[config.mk]
export PLATFORM = sky130hd
export DESIGN_NAME = rtp_header_parser_flat
export DESIGN_NICKNAME = d
export VERILOG_FILES = /design/src/rtl/rtp_hp_pkg.sv /design/src/rtl/rtp_hp_if.sv /design/src/rtl/rtp_hp_front.sv /design/src/rtl/rtp_hp_queue.sv /design/src/rtl/rtp_hp_back.sv /design/src/rtl/rtp_header_parser.sv /design/src/flat_wrapper.sv
export VERILOG_INCLUDE_DIRS = /design/src /design/src/rtl
export SDC_FILE = /design/constraint.sdc
export NUM_CORES = 2
export LEC_CHECK = 0
export BUFFER_PORTS_ARGS = -buffer_cell sky130_fd_sc_hd__buf_2
export CORE_MARGIN = 2
export CORE_UTILIZATION = 30
export CTS_CLUSTER_SIZE = 30
export DETAILED_ROUTE_END_ITERATION = 16
export SLEW_MARGIN = 0
export SYNTH_ARGS = -nofsm -noshare
export SYNTH_HDL_FRONTEND = slang
export SYNTH_SLANG_ARGS = --single-unit
[constraint.sdc]
create_clock -name clk -period 38.4 [get_ports clk]
set_input_delay 3.84 -clock clk [delete_from_list [all_inputs] [get_ports clk]]
set_output_delay 3.84 -clock clk [all_outputs]
set_load 0.02 [all_outputs]
[src/rtl/rtp_header_parser_macros.svh]
// Assertion macros shared by the parser modules
`ifndef RTP_HEADER_PARSER_MACROS_SVH
`define RTP_HEADER_PARSER_MACROS_SVH

`ifndef SYNTHESIS
// property that must hold at every edge out of reset
`define RTP_HP_ASSERT(lbl, clk, rst_n, prop, msg) \
  lbl: assert property (@(posedge clk) disable iff (!rst_n) (prop)) else $error(msg);
// condition that must be followed by another in the next cycle
`define RTP_HP_ASSERT_NEXT(lbl, clk, rst_n, ante, cons, msg) \
  lbl: assert property (@(posedge clk) disable iff (!rst_n) (ante) |=> (cons)) else $error(msg);
`else
`define RTP_HP_ASSERT(lbl, clk, rst_n, prop, msg)
`define RTP_HP_ASSERT_NEXT(lbl, clk, rst_n, ante, cons, msg)
`endif

`endif

[src/rtl/rtp_hp_pkg.sv]
package rtp_hp_pkg;

  localparam int MAX_PACKET_BYTES = 2048;
  localparam int EXT_TABLE_DEPTH  = 16;
  localparam int POS_W            = 12;
  localparam int IDX_W            = $clog2(EXT_TABLE_DEPTH);
  localparam int CNT_W            = $clog2(EXT_TABLE_DEPTH + 1);
  localparam int WALK_W           = 18;

  localparam logic [15:0] PROFILE_ONE_BYTE  = 16'hBEDE;
  localparam logic [15:0] PROFILE_TWO_BYTE  = 16'h1000;
  localparam logic [15:0] PROFILE_TWO_MASK  = 16'hFFF0;
  localparam logic [3:0]  ID_TERMINATE      = 4'd15;
  localparam logic [3:0]  ID_INVALID        = 4'd0;
  localparam logic [1:0]  RTP_VERSION       = 2'd2;

  typedef enum logic [3:0] {
    ST_OK       = 4'd0,
    ST_SHORT    = 4'd1,
    ST_VERSION  = 4'd2,
    ST_CSRC     = 4'd3,
    ST_EXTHDR   = 4'd4,
    ST_EXTDATA  = 4'd5,
    ST_ZEROPAD  = 4'd6,
    ST_PADOVER  = 4'd7,
    ST_TOOLONG  = 4'd8,
    ST_OK_FULL  = 4'd9
  } status_t;

  typedef struct packed {
    logic [7:0]  id;
    logic [11:0] offset;
    logic [7:0]  length;
  } ext_entry_t;

  // one finished packet as handed from the parser to the emitter
  typedef struct packed {
    status_t                          status;
    logic                             marker;
    logic [6:0]                       ptype;
    logic [15:0]                      seq;
    logic [31:0]                      ts;
    logic [31:0]                      ssrc;
    logic [11:0]                      offset;
    logic [11:0]                      plen;
    logic [7:0]                       pad;
    logic [CNT_W-1:0]                 cnt;
    ext_entry_t [EXT_TABLE_DEPTH-1:0] entries;
  } pkt_rec_t;

  typedef struct packed {
    logic        is_extension;
    status_t     status;
    logic        marker_flag;
    logic [6:0]  payload_kind;
    logic [15:0] seq_number;
    logic [31:0] time_stamp;
    logic [31:0] source_id;
    logic [11:0] start_offset;
    logic [11:0] byte_length;
    logic [7:0]  pad_or_id;
    logic        last_result;
  } res_t;

endpackage

[src/rtl/rtp_hp_if.sv]
// packet byte channel
interface rtp_hp_in_if;
  logic       valid;
  logic       ready;
  logic [7:0] data_byte;
  logic       end_of_packet;

  modport source (output valid, data_byte, end_of_packet, input ready);
  modport sink (input valid, data_byte, end_of_packet, output ready);
endinterface

// parse result channel
interface rtp_hp_out_if;
  logic        valid;
  logic        ready;
  logic        is_extension;
  logic [3:0]  status;
  logic        marker_flag;
  logic [6:0]  payload_kind;
  logic [15:0] seq_number;
  logic [31:0] time_stamp;
  logic [31:0] source_id;
  logic [11:0] start_offset;
  logic [11:0] byte_length;
  logic [7:0]  pad_or_id;
  logic        last_result;

  modport source (output valid, is_extension, status, marker_flag, payload_kind, seq_number,
                  time_stamp, source_id, start_offset, byte_length, pad_or_id, last_result,
                  input ready);
  modport sink (input valid, is_extension, status, marker_flag, payload_kind, seq_number,
                time_stamp, source_id, start_offset, byte_length, pad_or_id, last_result,
                output ready);
endinterface

[src/rtl/rtp_hp_front.sv]
`include "rtp_header_parser_macros.svh"

module rtp_hp_front
  import rtp_hp_pkg::*;
(
  input  logic          clk,
  input  logic          rst_n,
  rtp_hp_in_if.sink     in_ch,
  output logic          push_o,
  output pkt_rec_t      push_rec_o,
  input  logic          full_i
);

  logic [POS_W-1:0]  pos_r, pos_nxt;
  logic [7:0]        fhb_r, fhb_nxt;
  logic [55:0]       hf0_r, hf0_nxt;
  logic [31:0]       hf1_r, hf1_nxt;
  logic [15:0]       prof_r, prof_nxt;
  logic [15:0]       words_r, words_nxt;
  logic [WALK_W-1:0] wnext_r, wnext_nxt;
  logic              two_byte_r, two_byte_nxt;
  logic [7:0]        pend_id_r, pend_id_nxt;
  logic              pending_r, pending_nxt;
  logic              stopped_r, stopped_nxt;
  ext_entry_t [EXT_TABLE_DEPTH-1:0] tbl_r, tbl_nxt;
  logic [CNT_W-1:0]  cnt_r, cnt_nxt;
  logic              ovf_r, ovf_nxt;
  logic              fin_r, fin_nxt;
  logic [7:0]        last_byte_r, last_byte_nxt;

  logic              acc;
  logic              take;
  logic [7:0]        b;
  logic [POS_W-1:0]  hend;
  logic [POS_W-1:0]  wbase;
  logic [WALK_W:0]   cap;
  logic [WALK_W:0]   n19;
  logic [WALK_W:0]   rel19;
  logic              ext_on;
  logic              walk_en;
  logic [15:0]       prof_new;
  logic              rec_en;
  logic [7:0]        rec_id;
  logic [11:0]       rec_off;
  logic [7:0]        rec_len;
  logic [4:0]        len1;
  logic [EXT_TABLE_DEPTH-1:0] hit;

  // summary terms
  logic [POS_W-1:0]  hlen;
  logic [WALK_W:0]   ext_end;
  logic [POS_W-1:0]  po;
  logic [7:0]        pad;
  logic [POS_W:0]    po_pad;
  status_t           st;

  assign in_ch.ready = !fin_r;
  assign acc  = in_ch.valid && in_ch.ready;
  assign take = acc && (pos_r < POS_W'(MAX_PACKET_BYTES));
  assign b    = in_ch.data_byte;

  // extension layout from the captured first byte
  assign hend    = POS_W'(12) + {6'd0, fhb_r[3:0], 2'b00};
  assign wbase   = hend + POS_W'(4);
  assign cap     = {1'b0, words_r, 2'b00};
  assign n19     = {1'b0, wnext_r};
  assign rel19   = (WALK_W + 1)'(pos_r - wbase);
  assign ext_on  = (pos_r >= POS_W'(12)) && fhb_r[4];
  assign walk_en = ext_on && (pos_r >= wbase) &&
                   ((WALK_W + 1)'(pos_r) < (WALK_W + 1)'(wbase) + cap);
  assign prof_new = {prof_r[7:0], b};
  assign len1     = 5'd1 + {1'b0, b[3:0]};

  // id lookup over the stored entries
  always_comb begin
    for (int i = 0; i < EXT_TABLE_DEPTH; i++) begin
      hit[i] = (CNT_W'(i) < cnt_r) && (tbl_r[i].id == rec_id);
    end
  end

  // summary check on the finished packet
  always_comb begin
    hlen    = POS_W'(12) + {6'd0, fhb_r[3:0], 2'b00};
    ext_end = (WALK_W + 1)'(hlen) + (WALK_W + 1)'(4) + cap;
    po      = fhb_r[4] ? ext_end[POS_W-1:0] : hlen;
    pad     = (fhb_r[5] && (po < pos_r)) ? last_byte_r : 8'd0;
    po_pad  = {1'b0, po} + (POS_W + 1)'(pad);
    if (pos_r > POS_W'(MAX_PACKET_BYTES)) begin
      st = ST_TOOLONG;
    end else if (pos_r < POS_W'(12)) begin
      st = ST_SHORT;
    end else if (fhb_r[7:6] != RTP_VERSION) begin
      st = ST_VERSION;
    end else if (pos_r < hlen) begin
      st = ST_CSRC;
    end else if (fhb_r[4] && (hlen + POS_W'(4) > pos_r)) begin
      st = ST_EXTHDR;
    end else if (fhb_r[4] && (ext_end > (WALK_W + 1)'(pos_r))) begin
      st = ST_EXTDATA;
    end else if (fhb_r[5] && (po < pos_r) && (last_byte_r == 8'd0)) begin
      st = ST_ZEROPAD;
    end else if (po_pad > {1'b0, pos_r}) begin
      st = ST_PADOVER;
    end else if (ovf_r) begin
      st = ST_OK_FULL;
    end else begin
      st = ST_OK;
    end
  end

  // record handed to the queue
  always_comb begin
    push_rec_o = '0;
    push_rec_o.status = st;
    if (st == ST_OK || st == ST_OK_FULL) begin
      push_rec_o.marker  = hf0_r[55];
      push_rec_o.ptype   = hf0_r[54:48];
      push_rec_o.seq     = hf0_r[47:32];
      push_rec_o.ts      = hf0_r[31:0];
      push_rec_o.ssrc    = hf1_r;
      push_rec_o.offset  = po;
      push_rec_o.plen    = pos_r - po - POS_W'(pad);
      push_rec_o.pad     = pad;
      push_rec_o.cnt     = cnt_r;
      push_rec_o.entries = tbl_r;
    end
  end

  assign push_o = fin_r && !full_i;

  // byte capture, extension walk and table update
  always_comb begin
    pos_nxt       = pos_r;
    fhb_nxt       = fhb_r;
    hf0_nxt       = hf0_r;
    hf1_nxt       = hf1_r;
    prof_nxt      = prof_r;
    words_nxt     = words_r;
    wnext_nxt     = wnext_r;
    two_byte_nxt  = two_byte_r;
    pend_id_nxt   = pend_id_r;
    pending_nxt   = pending_r;
    stopped_nxt   = stopped_r;
    tbl_nxt       = tbl_r;
    cnt_nxt       = cnt_r;
    ovf_nxt       = ovf_r;
    fin_nxt       = fin_r;
    last_byte_nxt = last_byte_r;
    rec_en        = 1'b0;
    rec_id        = 8'd0;
    rec_off       = 12'd0;
    rec_len       = 8'd0;

    if (acc) begin
      last_byte_nxt = b;
      fin_nxt       = in_ch.end_of_packet;
      pos_nxt       = take ? pos_r + POS_W'(1) : POS_W'(MAX_PACKET_BYTES + 1);
    end

    if (take) begin
      // fixed header
      if (pos_r == POS_W'(0)) begin
        fhb_nxt = b;
      end else if (pos_r < POS_W'(8)) begin
        hf0_nxt = {hf0_r[47:0], b};
      end else if (pos_r < POS_W'(12)) begin
        hf1_nxt = {hf1_r[23:0], b};
      end

      // extension header
      if (ext_on) begin
        if (pos_r == hend || pos_r == hend + POS_W'(1)) begin
          prof_nxt = prof_new;
        end
        if (pos_r == hend + POS_W'(1)) begin
          if (prof_new == PROFILE_ONE_BYTE) begin
            two_byte_nxt = 1'b0;
          end else if ((prof_new & PROFILE_TWO_MASK) == PROFILE_TWO_BYTE) begin
            two_byte_nxt = 1'b1;
          end else begin
            stopped_nxt = 1'b1;
          end
        end
        if (pos_r == hend + POS_W'(2) || pos_r == hend + POS_W'(3)) begin
          words_nxt = {words_r[7:0], b};
        end
      end

      // element walk
      if (walk_en && !stopped_r) begin
        if (pending_r) begin
          if (rel19 == n19 + (WALK_W + 1)'(1)) begin
            pending_nxt = 1'b0;
            if (n19 + (WALK_W + 1)'(2) + (WALK_W + 1)'(b) > cap) begin
              stopped_nxt = 1'b1;
            end else begin
              rec_en    = 1'b1;
              rec_id    = pend_id_r;
              rec_off   = wbase + wnext_r[11:0] + 12'd2;
              rec_len   = b;
              wnext_nxt = wnext_r + WALK_W'(2) + WALK_W'(b);
            end
          end
        end else if (rel19 == n19) begin
          if (!(n19 + (two_byte_r ? (WALK_W + 1)'(2) : (WALK_W + 1)'(1)) < cap)) begin
            stopped_nxt = 1'b1;
          end else if (b == 8'd0) begin
            wnext_nxt = wnext_r + WALK_W'(1);
          end else if (!two_byte_r) begin
            if (b[7:4] == ID_TERMINATE || b[7:4] == ID_INVALID ||
                n19 + (WALK_W + 1)'(1) + (WALK_W + 1)'(len1) > cap) begin
              stopped_nxt = 1'b1;
            end else begin
              rec_en    = 1'b1;
              rec_id    = {4'd0, b[7:4]};
              rec_off   = wbase + wnext_r[11:0] + 12'd1;
              rec_len   = {3'd0, len1};
              wnext_nxt = wnext_r + WALK_W'(1) + WALK_W'(len1);
            end
          end else begin
            pending_nxt = 1'b1;
            pend_id_nxt = b;
          end
        end
      end
    end

    // table write: overwrite on a repeated id, append otherwise, flag overflow when full
    if (rec_en) begin
      if (|hit) begin
        for (int i = 0; i < EXT_TABLE_DEPTH; i++) begin
          if (hit[i]) begin
            tbl_nxt[i].offset = rec_off;
            tbl_nxt[i].length = rec_len;
          end
        end
      end else if (cnt_r < CNT_W'(EXT_TABLE_DEPTH)) begin
        tbl_nxt[cnt_r[IDX_W-1:0]].id     = rec_id;
        tbl_nxt[cnt_r[IDX_W-1:0]].offset = rec_off;
        tbl_nxt[cnt_r[IDX_W-1:0]].length = rec_len;
        cnt_nxt = cnt_r + CNT_W'(1);
      end else begin
        ovf_nxt = 1'b1;
      end
    end

    // packet handed off: clear per-packet state
    if (push_o) begin
      pos_nxt      = '0;
      fhb_nxt      = '0;
      hf0_nxt      = '0;
      hf1_nxt      = '0;
      prof_nxt     = '0;
      words_nxt    = '0;
      wnext_nxt    = '0;
      two_byte_nxt = 1'b0;
      pend_id_nxt  = '0;
      pending_nxt  = 1'b0;
      stopped_nxt  = 1'b0;
      cnt_nxt      = '0;
      ovf_nxt      = 1'b0;
      fin_nxt      = 1'b0;
    end
  end

  // control state
  always_ff @(posedge clk) begin
    if (!rst_n) begin
      pos_r      <= '0;
      fhb_r      <= '0;
      prof_r     <= '0;
      words_r    <= '0;
      wnext_r    <= '0;
      two_byte_r <= 1'b0;
      pending_r  <= 1'b0;
      stopped_r  <= 1'b0;
      cnt_r      <= '0;
      ovf_r      <= 1'b0;
      fin_r      <= 1'b0;
      hf0_r      <= '0;
      hf1_r      <= '0;
    end else begin
      pos_r      <= pos_nxt;
      fhb_r      <= fhb_nxt;
      prof_r     <= prof_nxt;
      words_r    <= words_nxt;
      wnext_r    <= wnext_nxt;
      two_byte_r <= two_byte_nxt;
      pending_r  <= pending_nxt;
      stopped_r  <= stopped_nxt;
      cnt_r      <= cnt_nxt;
      ovf_r      <= ovf_nxt;
      fin_r      <= fin_nxt;
      hf0_r      <= hf0_nxt;
      hf1_r      <= hf1_nxt;
    end
  end

  // payload state
  always_ff @(posedge clk) begin
    pend_id_r   <= pend_id_nxt;
    tbl_r       <= tbl_nxt;
    last_byte_r <= last_byte_nxt;
  end

  `RTP_HP_ASSERT_NEXT(a_eop_finishes, clk, rst_n, acc && in_ch.end_of_packet, fin_r, "last word did not start the summary")
  `RTP_HP_ASSERT_NEXT(a_handoff_clears, clk, rst_n, push_o, pos_r == '0 && cnt_r == '0 && !ovf_r, "packet state not cleared after handoff")

endmodule

[src/rtl/rtp_hp_queue.sv]
`include "rtp_header_parser_macros.svh"

module rtp_hp_queue
  import rtp_hp_pkg::*;
(
  input  logic     clk,
  input  logic     rst_n,
  input  logic     push_i,
  input  pkt_rec_t push_rec_i,
  output logic     full_o,
  input  logic     pop_i,
  output pkt_rec_t head_o,
  output logic     empty_o
);

  pkt_rec_t   mem_r [2];
  logic       wp_r, wp_nxt;
  logic       rp_r, rp_nxt;
  logic [1:0] cnt_r, cnt_nxt;

  assign full_o  = (cnt_r == 2'd2);
  assign empty_o = (cnt_r == 2'd0);
  assign head_o  = mem_r[rp_r];

  // pointer and fill update
  always_comb begin
    wp_nxt  = wp_r;
    rp_nxt  = rp_r;
    cnt_nxt = cnt_r;
    if (push_i) begin
      wp_nxt = !wp_r;
    end
    if (pop_i) begin
      rp_nxt = !rp_r;
    end
    case ({push_i, pop_i})
      2'b10:   cnt_nxt = cnt_r + 2'd1;
      2'b01:   cnt_nxt = cnt_r - 2'd1;
      default: cnt_nxt = cnt_r;
    endcase
  end

  always_ff @(posedge clk) begin
    if (!rst_n) begin
      wp_r  <= 1'b0;
      rp_r  <= 1'b0;
      cnt_r <= 2'd0;
    end else begin
      wp_r  <= wp_nxt;
      rp_r  <= rp_nxt;
      cnt_r <= cnt_nxt;
    end
  end

  always_ff @(posedge clk) begin
    if (push_i) begin
      mem_r[wp_r] <= push_rec_i;
    end
  end

  `RTP_HP_ASSERT(a_no_overflow, clk, rst_n, !(push_i && full_o), "push into full packet queue")

endmodule

[src/rtl/rtp_hp_back.sv]
`include "rtp_header_parser_macros.svh"

module rtp_hp_back
  import rtp_hp_pkg::*;
(
  input  logic        clk,
  input  logic        rst_n,
  input  pkt_rec_t    head_i,
  input  logic        empty_i,
  output logic        pop_o,
  rtp_hp_out_if.source out_ch
);

  pkt_rec_t          cur_r, cur_nxt;
  logic              cur_valid_r, cur_valid_nxt;
  logic [CNT_W-1:0]  idx_r, idx_nxt;
  res_t              out_r, out_nxt;
  logic              out_valid_r, out_valid_nxt;
  res_t              item;
  ext_entry_t        ent;
  logic [CNT_W-1:0]  eidx;
  logic              out_load;

  assign eidx = idx_r - CNT_W'(1);
  assign ent  = cur_r.entries[eidx[IDX_W-1:0]];

  // result word for the current index: summary first, then entries
  always_comb begin
    item = '0;
    item.status = cur_r.status;
    if (idx_r == '0) begin
      item.marker_flag  = cur_r.marker;
      item.payload_kind = cur_r.ptype;
      item.seq_number   = cur_r.seq;
      item.time_stamp   = cur_r.ts;
      item.source_id    = cur_r.ssrc;
      item.start_offset = cur_r.offset;
      item.byte_length  = cur_r.plen;
      item.pad_or_id    = cur_r.pad;
      item.last_result  = (cur_r.cnt == '0);
    end else begin
      item.is_extension = 1'b1;
      item.start_offset = ent.offset;
      item.byte_length  = {4'd0, ent.length};
      item.pad_or_id    = ent.id;
      item.last_result  = (idx_r == cur_r.cnt);
    end
  end

  assign out_load = cur_valid_r && (!out_valid_r || out_ch.ready);

  // sequencing through the packet and loading the next one
  always_comb begin
    cur_nxt       = cur_r;
    cur_valid_nxt = cur_valid_r;
    idx_nxt       = idx_r;
    out_nxt       = out_r;
    out_valid_nxt = out_valid_r;
    pop_o         = 1'b0;

    if (out_valid_r && out_ch.ready) begin
      out_valid_nxt = 1'b0;
    end
    if (out_load) begin
      out_nxt       = item;
      out_valid_nxt = 1'b1;
      if (item.last_result) begin
        cur_valid_nxt = 1'b0;
        idx_nxt       = '0;
      end else begin
        idx_nxt = idx_r + CNT_W'(1);
      end
    end
    if (!empty_i && !cur_valid_nxt) begin
      pop_o         = 1'b1;
      cur_nxt       = head_i;
      cur_valid_nxt = 1'b1;
      idx_nxt       = '0;
    end
  end

  always_ff @(posedge clk) begin
    if (!rst_n) begin
      cur_valid_r <= 1'b0;
      idx_r       <= '0;
      out_valid_r <= 1'b0;
    end else begin
      cur_valid_r <= cur_valid_nxt;
      idx_r       <= idx_nxt;
      out_valid_r <= out_valid_nxt;
    end
  end

  always_ff @(posedge clk) begin
    cur_r <= cur_nxt;
    out_r <= out_nxt;
  end

  assign out_ch.valid        = out_valid_r;
  assign out_ch.is_extension = out_r.is_extension;
  assign out_ch.status       = out_r.status;
  assign out_ch.marker_flag  = out_r.marker_flag;
  assign out_ch.payload_kind = out_r.payload_kind;
  assign out_ch.seq_number   = out_r.seq_number;
  assign out_ch.time_stamp   = out_r.time_stamp;
  assign out_ch.source_id    = out_r.source_id;
  assign out_ch.start_offset = out_r.start_offset;
  assign out_ch.byte_length  = out_r.byte_length;
  assign out_ch.pad_or_id    = out_r.pad_or_id;
  assign out_ch.last_result  = out_r.last_result;

  `RTP_HP_ASSERT(a_idx_in_range, clk, rst_n, !cur_valid_r || idx_r <= cur_r.cnt, "entry index past stored count")

endmodule

[src/rtl/rtp_header_parser.sv]
// RTP header parser. Packet bytes enter one word per cycle with a last flag while
// input is ready; the parser captures the fixed header, walks one-byte or two-byte
// header extension elements into a 16-entry id table (a repeated id overwrites its
// entry) and after the last byte checks the bounds. Input is held off after the
// last byte for the bounds check and handoff of the packet record into a two-deep
// packet queue, and stalls there while the queue is full. The emitter drains the
// queue one result word per cycle while the receiver is ready: a summary word
// followed by one word per stored extension entry, 1 to 17 words per packet.
module rtp_header_parser
  import rtp_hp_pkg::*;
(
  input  logic         clk,
  input  logic         rst_n,
  rtp_hp_in_if.sink    in_ch,
  rtp_hp_out_if.source out_ch
);

  logic     push;
  logic     full;
  logic     pop;
  logic     empty;
  pkt_rec_t push_rec;
  pkt_rec_t head;

  rtp_hp_front u_front (
    .clk        (clk),
    .rst_n      (rst_n),
    .in_ch      (in_ch),
    .push_o     (push),
    .push_rec_o (push_rec),
    .full_i     (full)
  );

  rtp_hp_queue u_queue (
    .clk        (clk),
    .rst_n      (rst_n),
    .push_i     (push),
    .push_rec_i (push_rec),
    .full_o     (full),
    .pop_i      (pop),
    .head_o     (head),
    .empty_o    (empty)
  );

  rtp_hp_back u_back (
    .clk     (clk),
    .rst_n   (rst_n),
    .head_i  (head),
    .empty_i (empty),
    .pop_o   (pop),
    .out_ch  (out_ch)
  );

endmodule
[src/flat_wrapper.sv]
// flat-port wrapper written by rule: the top's interface ports become plain ports
module rtp_header_parser_flat import rtp_hp_pkg::*;
  (clk, rst_n, in_ch_valid, in_ch_data_byte, in_ch_end_of_packet, in_ch_ready, out_ch_valid, out_ch_is_extension, out_ch_status, out_ch_marker_flag, out_ch_payload_kind, out_ch_seq_number, out_ch_time_stamp, out_ch_source_id, out_ch_start_offset, out_ch_byte_length, out_ch_pad_or_id, out_ch_last_result, out_ch_ready);
  rtp_hp_in_if in_ch_i ();
  rtp_hp_out_if out_ch_i ();
  input  logic clk;
  input  logic rst_n;
  input wire logic [$bits(in_ch_i.valid)-1:0] in_ch_valid;
  input wire logic [$bits(in_ch_i.data_byte)-1:0] in_ch_data_byte;
  input wire logic [$bits(in_ch_i.end_of_packet)-1:0] in_ch_end_of_packet;
  output wire logic [$bits(in_ch_i.ready)-1:0] in_ch_ready;
  output wire logic [$bits(out_ch_i.valid)-1:0] out_ch_valid;
  output wire logic [$bits(out_ch_i.is_extension)-1:0] out_ch_is_extension;
  output wire logic [$bits(out_ch_i.status)-1:0] out_ch_status;
  output wire logic [$bits(out_ch_i.marker_flag)-1:0] out_ch_marker_flag;
  output wire logic [$bits(out_ch_i.payload_kind)-1:0] out_ch_payload_kind;
  output wire logic [$bits(out_ch_i.seq_number)-1:0] out_ch_seq_number;
  output wire logic [$bits(out_ch_i.time_stamp)-1:0] out_ch_time_stamp;
  output wire logic [$bits(out_ch_i.source_id)-1:0] out_ch_source_id;
  output wire logic [$bits(out_ch_i.start_offset)-1:0] out_ch_start_offset;
  output wire logic [$bits(out_ch_i.byte_length)-1:0] out_ch_byte_length;
  output wire logic [$bits(out_ch_i.pad_or_id)-1:0] out_ch_pad_or_id;
  output wire logic [$bits(out_ch_i.last_result)-1:0] out_ch_last_result;
  input wire logic [$bits(out_ch_i.ready)-1:0] out_ch_ready;
  assign in_ch_i.valid = in_ch_valid;
  assign in_ch_i.data_byte = in_ch_data_byte;
  assign in_ch_i.end_of_packet = in_ch_end_of_packet;
  assign in_ch_ready = in_ch_i.ready;
  assign out_ch_valid = out_ch_i.valid;
  assign out_ch_is_extension = out_ch_i.is_extension;
  assign out_ch_status = out_ch_i.status;
  assign out_ch_marker_flag = out_ch_i.marker_flag;
  assign out_ch_payload_kind = out_ch_i.payload_kind;
  assign out_ch_seq_number = out_ch_i.seq_number;
  assign out_ch_time_stamp = out_ch_i.time_stamp;
  assign out_ch_source_id = out_ch_i.source_id;
  assign out_ch_start_offset = out_ch_i.start_offset;
  assign out_ch_byte_length = out_ch_i.byte_length;
  assign out_ch_pad_or_id = out_ch_i.pad_or_id;
  assign out_ch_last_result = out_ch_i.last_result;
  assign out_ch_i.ready = out_ch_ready;
  rtp_header_parser u_core (.clk(clk), .rst_n(rst_n), .in_ch(in_ch_i), .out_ch(out_ch_i));
endmodule
==> metrics.md <==
| Metric | Value |
|---|---|
| Status | finished clean |
| Mapped Avg Cell Area | 15.2 um2 |
| Synth Register Bits | 2486 |
| Placed cell areas | 110000 um2 |
| Pin count of the biggest net entering global routing | 223 |
| RSZ-0062 raised after global routing | false |
| Reg2Reg Depth | 37 |
| Cts repair resizes | 0 |
| Count of different cell masters after synthesis | 87 |
| CP Data Required Time | 38880 ps |
| Final Setup Violations | 0 |
| I/O pin count | 141 |
| Die Footprint | 350000 um2 |
| DR vias/cell | 4.85 |
| Static Leak | 36.8 nW |
| Arrival time worst endpoint | 13480 ps |
| CP Launch Type | primary input |
| Placer Congestion | 0.876 |
| Sequential area share after synthesis | 70.3% |
| Syn-to-layout area delta | 13.7% |
| Clock Sinks | 2486 |
| Routed wire per std cell | 23.4 um |
| Max H-tree Level | 4 |
| Worst-path maximum fanout | 34 |
| Async S/R FF share, synth | 0% |
| Tmin final | 12990 ps |
| VDD IR max | 0.0000495 V |
| Pwr Total | 0.00743 W |
| Slowest-stage cell, CP | nor3_2 |
| Clock Path Buffers | 4 |
| Finished Layout Cells | 11700 |
| Worst Setup EP | u_core.u_front.tbl_r[118]$_DFFE_PP_ |
| Tcrit/Tclk final | 33.8% |
| Global-route wire length before repair | 395000 um |
| # rows | 215 |
| Max-cap viol count | 0 |
| Die height | 592 um |
| Cell Area, Synth | 104000 um2 |
| ANT nets after route | 0 |
| Max Freq | 77.0 MHz |
| Clock latency on the worst-skew pair | 950 ps |
| Yosys warns | 0 |
| Clk pwr share | 32.0% |
| Crit Path Class | in2reg |
| Detail Placement HPWL | 168000 um |
| GRT Total Usage | 15.2% |
| FF-to-FF End | u_core.u_queue.mem_r[1][149]$_DFFE_PP_ |
| GRT overflow | 0 |
| Most frequent cells in the layout | edfxtp_1, and2_1, mux2_2 |
| Crit end category | flop |
| Clock transition at the registers of the reported paths | 60 ps |
| Post-synth EDFFs | 2307 |
| Final Instance Area | 118000 um2 |
| Placeable Area | 343000 um2 |
| DRT iter0 DRCs | 5486 |
| Seq pwr share | 48.5% |
| Final Slew Violations | 0 |
| NetSw | 0.00202 W |
| Top FF cell, synth | edfxtp_1 |
| Switching share of power | 27.2% |
| Worst slew pin tran | 1370 ps |
| Number of port buffers | 140 |
| Final clock skew | 122 ps |
| Hold WC Path Type | reg2reg |
| Final nets | 7171 |
| Post-Place Cells | 11300 |
| Initial Util | 30.2% |
| Setup TNS | 0 ps |
| Hold Vio Cnt, Final | 0 |
| Core Util, Final | 34.3% |
| Vias in the first global route | 56900 |
| Power density over cell area | 63.1 nW/um2 |
| CTS tree | done |
| CTS buffer count | 248 |
| Crit path launch | in_ch_data_byte[1] |
| # hold bufs at CTS | 0 |
| Max-slew headroom | 8.39% |
| Combinational Power Share | 19.6% |
| Final WL | 274000 um |
| CP peak stage delay | 950 ps |
| Mapped Cells | 6815 |
| Root buffer cell | clkbuf_16 |
| Setup Buffers After CTS | 0 |
| Commonest non-fill, non-tap cell in the layout | edfxtp_1 |
| Chip width | 592 um |
| DRC violations left | 0 |
| Antenna violations before repair | 15 |
| Setup slack, reg-to-reg | 27570 ps |
| R2r startpoint | u_core.u_front.fhb_r[0]$_SDFFE_PP0P_ |
| DRT Pass-1 Iters | 6 |
| Internal power | 0.00541 W |
| Vias | 56900 |
| Layout cells sized above 1 | 19.7% |
-- sequential cells by signal (all words and copies together) (netlist names), 7 cells and up --
signal and flops:
u_core.u_queue.mem_r 1150, u_core.u_back.cur_r 575, u_core.u_front.tbl_r 448, u_core.u_front.hf0_r 56
u_core.u_back.out_ch.source_id 32, u_core.u_back.out_ch.time_stamp 32, u_core.u_front.hf1_r 32, u_core.u_front.wnext_r 18
u_core.u_back.out_ch.seq_number 16, u_core.u_front.words_r 16, u_core.u_back.out_ch.byte_length 12, u_core.u_back.out_ch.start_offset 12
u_core.u_front.pos_r 12, u_core.u_back.out_ch.pad_or_id 8, u_core.u_front.fhb_r 8, u_core.u_front.last_byte_r 8
u_core.u_front.pend_id_r 8, u_core.u_front.prof_r 8, u_core.u_back.out_ch.payload_kind 7
-- per-stage QoR --
stage,worst slack (ps),hold WS [ps]
2_1_floorplan,6900,400
3_3_place_gp,24700,438
3_5_place_dp,24640,442
4_1_cts,25590,435
5_1_grt,24870,456
6_report,25410,447
-- power by group through the flow --
stage | logic, W | registers, W | clock network, W
floorplan | 0.000912 | 0.00404 | 0
global route | 0.00156 | 0.00364 | 0.00252
CTS | 0.00149 | 0.00361 | 0.00242
detailed placement | 0.00148 | 0.00366 | 0
global placement | 0.00147 | 0.00365 | 0
finish | 0.00146 | 0.00360 | 0.00238
-- cell type report --
type	instances	area (um2)
diodes	2	5.00
well taps	4557	5700
clock inverters	136	1330
multi-input cells	3842	29200
fillers	32800	225000
inverters	121	459
clock buffers	311	6560
flip-flops and latches	2486	72900
repair buffers	262	1670
-- synth_stat cells, types with 31 or more instances --
cell,instances,area share [%]
inv_1,118,0.43
a211oi_1,31,0.22
and2_1,652,3.9
clkbuf_1,301,1.1
mux4_2,138,3.0
edfxtp_1,2307,67
mux2i_1,46,0.44
dfxtp_1,179,3.5
mux2_2,579,6.3
nor3_1,69,0.33
nand4_1,51,0.31
nor2_1,563,2.0
buf_2,46,0.22
nand2_1,415,1.5
a21oi_1,239,1.2
o21ai_0,108,0.52
nand3_1,81,0.39
a21o_1,32,0.23
ha_1,182,2.2
xor2_1,73,0.62
xnor2_1,168,1.4
-- routing by layer --
layer	global-route usage [%]	vias up	part of all wire, %
met4	4.55	2	2.8
met3	1.91	373	5.0
li1	-	25500	-
met2	25.5	1508	48
met1	20.6	29500	44
met5	0	-	0.0047
-- worst max-delay path: cells and delay by family --
kind | cells | cell delay (ps)
buffers and inverters | 4 | 1010
AO/OA/AOI/OAI | 12 | 3520
adder cells (fa/ha/maj) | 4 | 1300
AND/OR/NAND/NOR | 8 | 3540
XOR/XNOR | 1 | 170
-- worst min-delay path by stage --
| stage | from | end | cells past startpoint |
|---|---|---|---|
| after floorplan | u_core.u_back.cur_r[573]$_DFFE_PP_ | u_core.u_back.out_ch.status[0]$_DFFE_PP_ | 0 |
| final | u_core.u_front.hf0_r[52]$_SDFFE_PP0P_ | u_core.u_front.hf0_r[52]$_SDFFE_PP0P_ | 2 |
| after CTS | u_core.u_front.hf0_r[23]$_SDFFE_PP0P_ | u_core.u_front.hf0_r[31]$_SDFFE_PP0P_ | 2 |
| after detailed placement | u_core.u_front.hf0_r[52]$_SDFFE_PP0P_ | u_core.u_front.hf0_r[52]$_SDFFE_PP0P_ | 2 |
| after global routing | u_core.u_front.hf0_r[23]$_SDFFE_PP0P_ | u_core.u_front.hf0_r[31]$_SDFFE_PP0P_ | 2 |
| after global placement | u_core.u_front.hf0_r[52]$_SDFFE_PP0P_ | u_core.u_front.hf0_r[52]$_SDFFE_PP0P_ | 2 |
-- cell families (layout without fill, tap and decap cells) --
| group | count (synthesis) | after routing | synth area share (%) |
|---|---|---|---|
| flip-flops | 2486 | 2486 | 70.3 |
| AND/OR/NAND/NOR | 2047 | 2047 | 10.0 |
| multiplexers | 763 | 763 | 9.74 |
| AO/OA/AOI/OAI | 588 | 588 | 3.47 |
| buffers and inverters | 489 | 830 | 1.87 |
| XOR/XNOR | 242 | 242 | 2.06 |
| adder cells (fa/ha/maj) | 198 | 198 | 2.50 |
| other | 2 | 6 | 0.00725 |
No activity file was read; power rests on OpenSTA's default activity.
